==> config.mk <==
export PLATFORM = sky130hd
export DESIGN_NAME = fixed_capacity_set_table
export DESIGN_NICKNAME = d
export VERILOG_FILES = /design/src/design/fcst_pkg.sv /design/src/design/fcst_ctrl.sv /design/src/design/fcst_datapath.sv /design/src/design/fixed_capacity_set_table.sv
export VERILOG_INCLUDE_DIRS = /design/src /design/src/design
export SDC_FILE = /design/constraint.sdc
export NUM_CORES = 1
export LEC_CHECK = 0
export ABC_AREA = 1
export ABC_CLOCK_PERIOD_IN_PS = 8200
export BUFFER_PORTS_ARGS = -buffer_cell sky130_fd_sc_hd__buf_2
export CAP_MARGIN = 20
export CORE_UTILIZATION = 30
export CTS_CLUSTER_DIAMETER = 80
export DETAILED_ROUTE_END_ITERATION = 10
export PLACE_DENSITY = 0.52
export SYNTH_ARGS = -nofsm -noshare
export SYNTH_HDL_FRONTEND = slang
export SYNTH_SLANG_ARGS = --single-unit
==> constraint.sdc <==
create_clock -name clock -period 8.2 [get_ports clock]
set_input_delay 0 -clock clock [delete_from_list [all_inputs] [get_ports clock]]
set_output_delay 0 -clock clock [all_outputs]
set_load 0.02 [all_outputs]
==> src/design/fixed_capacity_set_table_assert.svh <==
// assertion macros for the fixed capacity set table
// no dependencies; taken in by the top level with `include
`ifndef FIXED_CAPACITY_SET_TABLE_ASSERT_SVH
`define FIXED_CAPACITY_SET_TABLE_ASSERT_SVH

// condition now implies consequence in the same cycle
`define FCST_ASSERT_NOW(label, clk, rst, cond, conseq) \
   label: assert property (@(posedge clk) disable iff (rst) (cond) |-> (conseq)) \
      else $error("fixed_capacity_set_table: check failed");

// condition now implies consequence in the next cycle
`define FCST_ASSERT_NEXT(label, clk, rst, cond, conseq) \
   label: assert property (@(posedge clk) disable iff (rst) (cond) |=> (conseq)) \
      else $error("fixed_capacity_set_table: check failed");

`endif

==> src/design/fcst_pkg.sv <==
// shared types and codes for the fixed capacity set table
// no dependencies; imported by the controller, datapath and top level
package fcst_pkg;

   // result status codes
   localparam logic [1:0] ST_DONE      = 2'd0;
   localparam logic [1:0] ST_NOT_FOUND = 2'd1;
   localparam logic [1:0] ST_UNDERFLOW = 2'd2;
   localparam logic [1:0] ST_OVERFLOW  = 2'd3;

   // request modes
   localparam logic MODE_INSERT = 1'b0;
   localparam logic MODE_REMOVE = 1'b1;

   // field widths of one beat
   localparam int ITEM_W    = 32;
   localparam int STATUS_W  = 2;
   localparam int SLOT_W    = 3;
   localparam int ENTRIES_W = 4;

   // commands from controller to datapath
   typedef struct packed {
      logic load;    // capture request beat
      logic find;    // compare all slots, register hit vectors
      logic commit;  // pick slot, update table, load result register
   } fcst_cmd_type;

endpackage

==> src/design/fcst_ctrl.sv <==
// controller state machine for the fixed capacity set table
// depends on fcst_pkg; drives datapath commands and both handshakes
module fcst_ctrl
   import fcst_pkg::*;
(
   input  logic         clock,
   input  logic         reset,
   input  logic         req_tvalid,
   output logic         req_tready,
   output logic         rsp_tvalid,
   input  logic         rsp_tready,
   output fcst_cmd_type cmd
);

   localparam logic [1:0] S_IDLE   = 2'd0;
   localparam logic [1:0] S_FIND   = 2'd1;
   localparam logic [1:0] S_COMMIT = 2'd2;

   logic [1:0] state_ff, state_in;
   logic       rsp_valid_ff, rsp_valid_in;
   logic       out_free;

   // result register can take a new beat when empty or being drained
   assign out_free   = !rsp_valid_ff || rsp_tready;
   assign req_tready = (state_ff == S_IDLE);
   assign rsp_tvalid = rsp_valid_ff;

   // next state and commands
   always_comb begin
      state_in     = state_ff;
      rsp_valid_in = rsp_valid_ff && !rsp_tready;
      cmd          = '0;
      case (state_ff)
         S_IDLE: begin
            if (req_tvalid) begin
               cmd.load = 1'b1;
               state_in = S_FIND;
            end
         end
         S_FIND: begin
            cmd.find = 1'b1;
            state_in = S_COMMIT;
         end
         S_COMMIT: begin
            if (out_free) begin
               cmd.commit   = 1'b1;
               rsp_valid_in = 1'b1;
               state_in     = S_IDLE;
            end
         end
         default: begin
            state_in = S_IDLE;
         end
      endcase
   end

   // state registers
   always_ff @(posedge clock) begin
      if (reset) begin
         state_ff     <= S_IDLE;
         rsp_valid_ff <= 1'b0;
      end else begin
         state_ff     <= state_in;
         rsp_valid_ff <= rsp_valid_in;
      end
   end

endmodule

==> src/design/fcst_datapath.sv <==
// slot store, compare array, priority pick and result register
// depends on fcst_pkg; steered by commands from fcst_ctrl
module fcst_datapath
   import fcst_pkg::*;
#(
   parameter int CAPACITY    = 8,
   parameter int VALUE_WIDTH = 32
)
(
   input  logic                 clock,
   input  logic                 reset,
   input  fcst_cmd_type         cmd,
   input  logic                 req_mode,
   input  logic [ITEM_W-1:0]    req_value,
   output logic [STATUS_W-1:0]  rsp_status,
   output logic [SLOT_W-1:0]    rsp_slot_index,
   output logic [ENTRIES_W-1:0] rsp_entries_now
);

   localparam int IDX_W = (CAPACITY > 1) ? $clog2(CAPACITY) : 1;
   localparam int CNT_W = $clog2(CAPACITY + 1);
   localparam logic [CNT_W-1:0] CNT_FULL = CNT_W'(CAPACITY);

   // table state
   logic [VALUE_WIDTH-1:0] slot_value_ff [CAPACITY];
   logic [CAPACITY-1:0]    slot_used_ff, slot_used_in;
   logic [CNT_W-1:0]       count_ff, count_in;

   // captured request and hit vectors
   logic                   mode_ff;
   logic [VALUE_WIDTH-1:0] value_ff;
   logic [CAPACITY-1:0]    free_vec_ff, match_vec_ff;

   // result register
   logic [STATUS_W-1:0]    status_ff, status_in;
   logic [SLOT_W-1:0]      slot_ff, slot_in;
   logic [ENTRIES_W-1:0]   entries_ff, entries_in;

   logic [63:0]            value_ext;
   logic [CAPACITY-1:0]    match_vec, pick_vec;
   logic [IDX_W-1:0]       pick_idx;
   logic                   pick_hit;
   logic                   done;
   logic [31:0]            idx_wide, cnt_wide;

   // sign extend the beat value, keep the stored width
   assign value_ext = {{(64 - ITEM_W){req_value[ITEM_W-1]}}, req_value};

   // compare every slot against the request
   always_comb begin
      for (int i = 0; i < CAPACITY; i++) begin
         match_vec[i] = slot_used_ff[i] && (slot_value_ff[i] == value_ff);
      end
   end

   // lowest set bit of the chosen vector
   assign pick_vec = (mode_ff == MODE_INSERT) ? free_vec_ff : match_vec_ff;
   assign pick_hit = |pick_vec;
   always_comb begin
      pick_idx = '0;
      for (int i = CAPACITY - 1; i >= 0; i--) begin
         if (pick_vec[i]) begin
            pick_idx = IDX_W'(i);
         end
      end
   end

   // outcome and table update
   always_comb begin
      status_in    = ST_DONE;
      slot_used_in = slot_used_ff;
      count_in     = count_ff;
      if (mode_ff == MODE_INSERT) begin
         if ((count_ff >= CNT_FULL) || !pick_hit) begin
            status_in = ST_OVERFLOW;
         end
      end else begin
         if (count_ff == '0) begin
            status_in = ST_UNDERFLOW;
         end else if (!pick_hit) begin
            status_in = ST_NOT_FOUND;
         end
      end
      done = (status_in == ST_DONE);
      if (done) begin
         if (mode_ff == MODE_INSERT) begin
            slot_used_in[pick_idx] = 1'b1;
            count_in               = count_ff + CNT_W'(1);
         end else begin
            slot_used_in[pick_idx] = 1'b0;
            count_in               = count_ff - CNT_W'(1);
         end
      end
      idx_wide   = 32'(pick_idx);
      cnt_wide   = 32'(count_in);
      slot_in    = done ? idx_wide[SLOT_W-1:0] : '0;
      entries_in = cnt_wide[ENTRIES_W-1:0];
   end

   // control state: flags and count
   always_ff @(posedge clock) begin
      if (reset) begin
         slot_used_ff <= '0;
         count_ff     <= '0;
      end else if (cmd.commit) begin
         slot_used_ff <= slot_used_in;
         count_ff     <= count_in;
      end
   end

   // slot value store, at most one write per commit, on a successful insert
   always_ff @(posedge clock) begin
      if (cmd.commit && done && (mode_ff == MODE_INSERT)) begin
         slot_value_ff[pick_idx] <= value_ff;
      end
   end

   // request capture and hit vectors
   always_ff @(posedge clock) begin
      if (cmd.load) begin
         mode_ff  <= req_mode;
         value_ff <= value_ext[VALUE_WIDTH-1:0];
      end
      if (cmd.find) begin
         free_vec_ff  <= ~slot_used_ff;
         match_vec_ff <= match_vec;
      end
   end

   // result register
   always_ff @(posedge clock) begin
      if (cmd.commit) begin
         status_ff  <= status_in;
         slot_ff    <= slot_in;
         entries_ff <= entries_in;
      end
   end

   assign rsp_status      = status_ff;
   assign rsp_slot_index  = slot_ff;
   assign rsp_entries_now = entries_ff;

endmodule

==> src/design/fixed_capacity_set_table.sv <==
// Fixed capacity set table: CAPACITY slots of VALUE_WIDTH-bit values with used
// flags and an entry count. Each request beat inserts a value into the lowest
// free slot or removes the lowest used slot holding a matching value, and
// returns exactly one result beat (status, slot index, entry count after the
// request). A request goes through capture, a compare of all slots in
// parallel into a registered hit vector, and a commit that picks the lowest
// hit with a priority encoder and updates the table; one request is in work
// at a time. The commit waits only while the previous result beat is still
// unclaimed in the output register. Flags and count clear on reset.
// depends on fcst_pkg, fcst_ctrl, fcst_datapath and the assertion macro header
`include "fixed_capacity_set_table_assert.svh"

module fixed_capacity_set_table
   import fcst_pkg::*;
#(
   parameter int CAPACITY    = 8,
   parameter int VALUE_WIDTH = 32
)
(
   input  logic        clock,
   input  logic        reset,
   input  logic        req_tvalid,
   output logic        req_tready,
   input  logic [39:0] req_tdata,   // mode[0], item_value[32:1], zero [39:33]
   output logic        rsp_tvalid,
   input  logic        rsp_tready,
   output logic [15:0] rsp_tdata    // status[1:0], slot_index[4:2],
                                    // entries_now[8:5], zero [15:9]
);

   localparam logic [ENTRIES_W-1:0] ENTRIES_FULL = ENTRIES_W'(CAPACITY);

   fcst_cmd_type         cmd;
   logic [STATUS_W-1:0]  rsp_status;
   logic [SLOT_W-1:0]    rsp_slot_index;
   logic [ENTRIES_W-1:0] rsp_entries_now;
   logic                 rsp_overflow;
   logic                 rsp_underflow;

   // controller
   fcst_ctrl u_ctrl (
      .clock      (clock),
      .reset      (reset),
      .req_tvalid (req_tvalid),
      .req_tready (req_tready),
      .rsp_tvalid (rsp_tvalid),
      .rsp_tready (rsp_tready),
      .cmd        (cmd)
   );

   // datapath
   fcst_datapath #(
      .CAPACITY    (CAPACITY),
      .VALUE_WIDTH (VALUE_WIDTH)
   ) u_datapath (
      .clock           (clock),
      .reset           (reset),
      .cmd             (cmd),
      .req_mode        (req_tdata[0]),
      .req_value       (req_tdata[ITEM_W:1]),
      .rsp_status      (rsp_status),
      .rsp_slot_index  (rsp_slot_index),
      .rsp_entries_now (rsp_entries_now)
   );

   // result beat packing
   assign rsp_tdata = {7'd0, rsp_entries_now, rsp_slot_index, rsp_status};

   // error beats on the result side
   assign rsp_overflow  = rsp_tvalid && (rsp_status == ST_OVERFLOW);
   assign rsp_underflow = rsp_tvalid && (rsp_status == ST_UNDERFLOW);

   // one request in work at a time
   `FCST_ASSERT_NEXT(a_one_in_work, clock, reset, req_tvalid && req_tready, !req_tready)
   // overflow only reported with a full table
   `FCST_ASSERT_NOW(a_overflow_full, clock, reset, rsp_overflow, rsp_entries_now == ENTRIES_FULL)
   // underflow only reported with an empty table
   `FCST_ASSERT_NOW(a_underflow_empty, clock, reset, rsp_underflow, rsp_entries_now == '0)

endmodule
==> out/metrics.yaml <==
status:
  outcome: "finished clean"
critical_path:
  cp-end-kind: "flop"
  crit_slowest_cell: "edfxtp_1"
  critPathMaxFanout: 22
  cp_slowest_stage_delay_ns: 0.92
  cp_common_cell: "nand2_2"
  crit_required_ns: 8.41
  crit_chain: "inv_2 -> nand2_1 -> nand2_2 -> nand2_2 -> nor2_4 -> nand2_4 -> nand4_4 -> nor2_2 -> nand3_1 -> inv_1 -> buf_4"
  critPathKind: "reg2reg"
  start_kind: "flop"
  worst-endpoint-arrival_ns: 3.78
finish:
  drive_gt1_share_pct: 16.05
  insertedDiodeCount: 0
  final_nets: 1296
  nFillCells: 4408
  areaGrowthSynthToFinish_pct: 19.00
  post-route-util_pct: 36.55
  register_area_sq_um: 9729
  multi_input_area_sq_um: 3790
  layout_commonest_cell: "edfxtp_1"
  final_cell_area_sq_um: 16730
  final_cell_mix: "edfxtp_1, nand2_1, inv_1, o21ai_0, nor2_1"
route:
  firstDrtPassIters: 5
  wl_per_cell_microns: 21.61
  vias_per_cell: 4.900
  antenna_left: 0
  drc: 0
  wl_mm: 40.56
  first_iter_violations: 943
  vias: 9197
flow_run:
  max_cap_viol_count: 0
timing:
  finalSetupViolations: 0
  fin_crit_sh_pct: 43.49
  period_needed_ns: 3.566
  report.final.hold_viol_count: 0
  final.setup.tns_ns: 0
  whs_ns: 0.1539
  slew_violations: 0
  fmax_ghz: 0.2804
  rsz0062_at_grt: "no"
  slew_headroom_pct: 40.16
  worstMarginPinSlew_ns: 0.8977
  clock_skew_ns: 0.01225
die:
  dieArea_sq_um: 47730
  initial_core_util_pct: 30.71
  core_area_sq_um: 45770
  pin_count: 62
  num_rows: 78
  die_h_microns: 218.5
  die_w_microns: 218.5
placement:
  place_area_sq_um: 15090
  gp_congestion: 0.8790
  port_buffers: 47
  place.detailed.hpwl_mm: 25.72
clocking:
  cts-htree-levels: 2
  clkLatencyLatePin_ns: 0.55
  clockBufferDepth: 3
  clkTransAtPathRegs_ns: 0.06
  clockRootBuffer: "clkbuf_16"
  cts_buffers: 39
  tritoncts: "yes"
  cts.sinks: 329
  post_cts_buffers: 0
power:
  swShare_pct: 22.85
  netSwitchingPower_mw: 0.8807
  pwr-share-seq_pct: 49.0
  clock_power_share_pct: 44.9
  combPwrFrac_pct: 6.2
  pwr_density_cell_nw_per_um2: 230.4
  power.leakage_nw: 5.846
  peakVddDrop_mv: 0.1260
  p_int_mw: 2.974
logic_synthesis:
  synth.yosys.seq_area_share_pct: 69.21
  yosys_warnings: 0
  ys_ff_latch: 329
  synth_area_sq_um: 14060
  synth.avg_cell_area_sq_um: 12.51
  netlist_instances: 1124
  ys_types: 45
grt:
  grt_max_degree: 34
  antenna_found_initial: 0
  grt_pass1_vias: 9090
  met2_usage_pct: 28.69
  grt_pass1_wl_mm: 59.55
  overflow: 0
  top_usage_layer: "met2"
  use_met1_pct: 22.08
  grt_usage_pct: 17.45
  met3_usage_pct: 3.605
hold_path:
  hold_class: "in2reg"
## metrics by stage
| step | total power, mW | std cells | worst slack [ns] |
|---|---|---|---|
| floorplan | 2.048 | 1130 | 5.091 |
| global placement | 2.147 | 1770 | 4.633 |
| detailed placement | 2.150 | 1770 | 4.579 |
| CTS | 3.900 | 1877 | 4.575 |
| global route | 3.984 | 1877 | 4.213 |
| finish | 3.855 | 1877 | 4.634 |
## worst max-delay path: cells and delay by family (launching register included)
kind | cells | cell delay [ns]
flops | 1 | 0.92
buf+inv | 3 | 1.27
simple gates | 8 | 0.99
## cell families after synthesis
group | Yosys count | share of synthesized area (%)
XOR/XNOR | 53 | 3.302
buffers and inverters | 131 | 4.023
other | 1 | 0.02668
adder cells (fa/ha/maj) | 3 | 0.3204
AO/OA/AOI/OAI | 209 | 9.773
AND/OR/NAND/NOR | 398 | 13.34
flip-flops | 329 | 69.21
## what timing repair did
action	CTS	global route
hold endpoints to repair	48	0
resized for setup	0	0
hold buffers	38	0
## power by group through the flow
stage | sequential, mW | combinational, mW | clock, mW
3_3_place_gp | 1.92 | 0.224 | 0
4_1_cts | 1.89 | 0.240 | 1.77
5_1_grt | 1.89 | 0.259 | 1.83
2_1_floorplan | 1.92 | 0.126 | 0
6_report | 1.89 | 0.238 | 1.73
3_5_place_dp | 1.92 | 0.226 | 0
## cells in the mapped netlist (all sizes together)
master | instances | area share (%)
a211oi | 9 | 0.48
a21o | 1 | 0.053
a21oi | 20 | 0.79
a221oi | 32 | 2.0
a22o | 18 | 1.1
and2 | 2 | 0.089
and3 | 1 | 0.045
buf | 13 | 0.80
clkbuf | 26 | 0.77
clkinv | 6 | 0.16
conb | 1 | 0.027
dfxtp | 15 | 2.1
edfxtp | 314 | 67
fa | 1 | 0.14
ha | 2 | 0.18
inv | 86 | 2.3
nand2 | 230 | 6.8
nand3 | 29 | 1.1
nand4 | 10 | 0.55
nor2 | 65 | 2.1
nor3 | 6 | 0.21
nor4 | 19 | 0.85
o2111ai | 6 | 0.37
o211ai | 3 | 0.16
o21ai | 75 | 2.7
o21bai | 1 | 0.053
o221ai | 5 | 0.31
o22ai | 39 | 1.7
or2 | 36 | 1.6
xnor2 | 23 | 1.4
xor2 | 30 | 1.9
## worst paths after layout
path / depth (start not counted) / slack, ns / startpoint / endpoint
worst min-delay path: 2 / 0.15 / req_tdata[9] / u_datapath.value_ff[8]
worst max register to register: 11 / 4.63 / u_datapath.mode_ff / u_datapath.slot_value_ff[6][25]
worst min register to register: 2 / 0.46 / flop / flop
worst max-delay path: 11 / 4.63 / u_datapath.mode_ff / u_datapath.slot_value_ff[6][25]
## flip-flops by register name, summed over array words and instances (netlist names), named ones only
register,flops
u_datapath.rsp_slot_index,3
u_ctrl.state_ff,2
u_datapath.rsp_entries_now,4
u_datapath.value_ff,32
u_datapath.slot_value_ff,256
u_datapath.mode_ff,1
u_datapath.rsp_status,2
u_ctrl.rsp_tvalid,1
u_datapath.free_vec_ff,8
u_datapath.match_vec_ff,8
u_datapath.count_ff,4
## metal layers
metal / up-vias / part of all wire [%]
li1: 4309 / -
met5: - / 0
met3: 64 / 6.0
met4: 0 / 4.0
met1: 4537 / 42
met2: 287 / 48
## layout make-up
cell class                 instances  area share (%)
inverter                          92           2.064
timing repair buffer             117           5.116
clock inverter                    22           1.249
sequential                       329           58.16
multi-input combinational        670           22.66
clock buffer                      47           6.268
tap                              600           4.488
No activity file was read; power rests on OpenSTA's default activity.
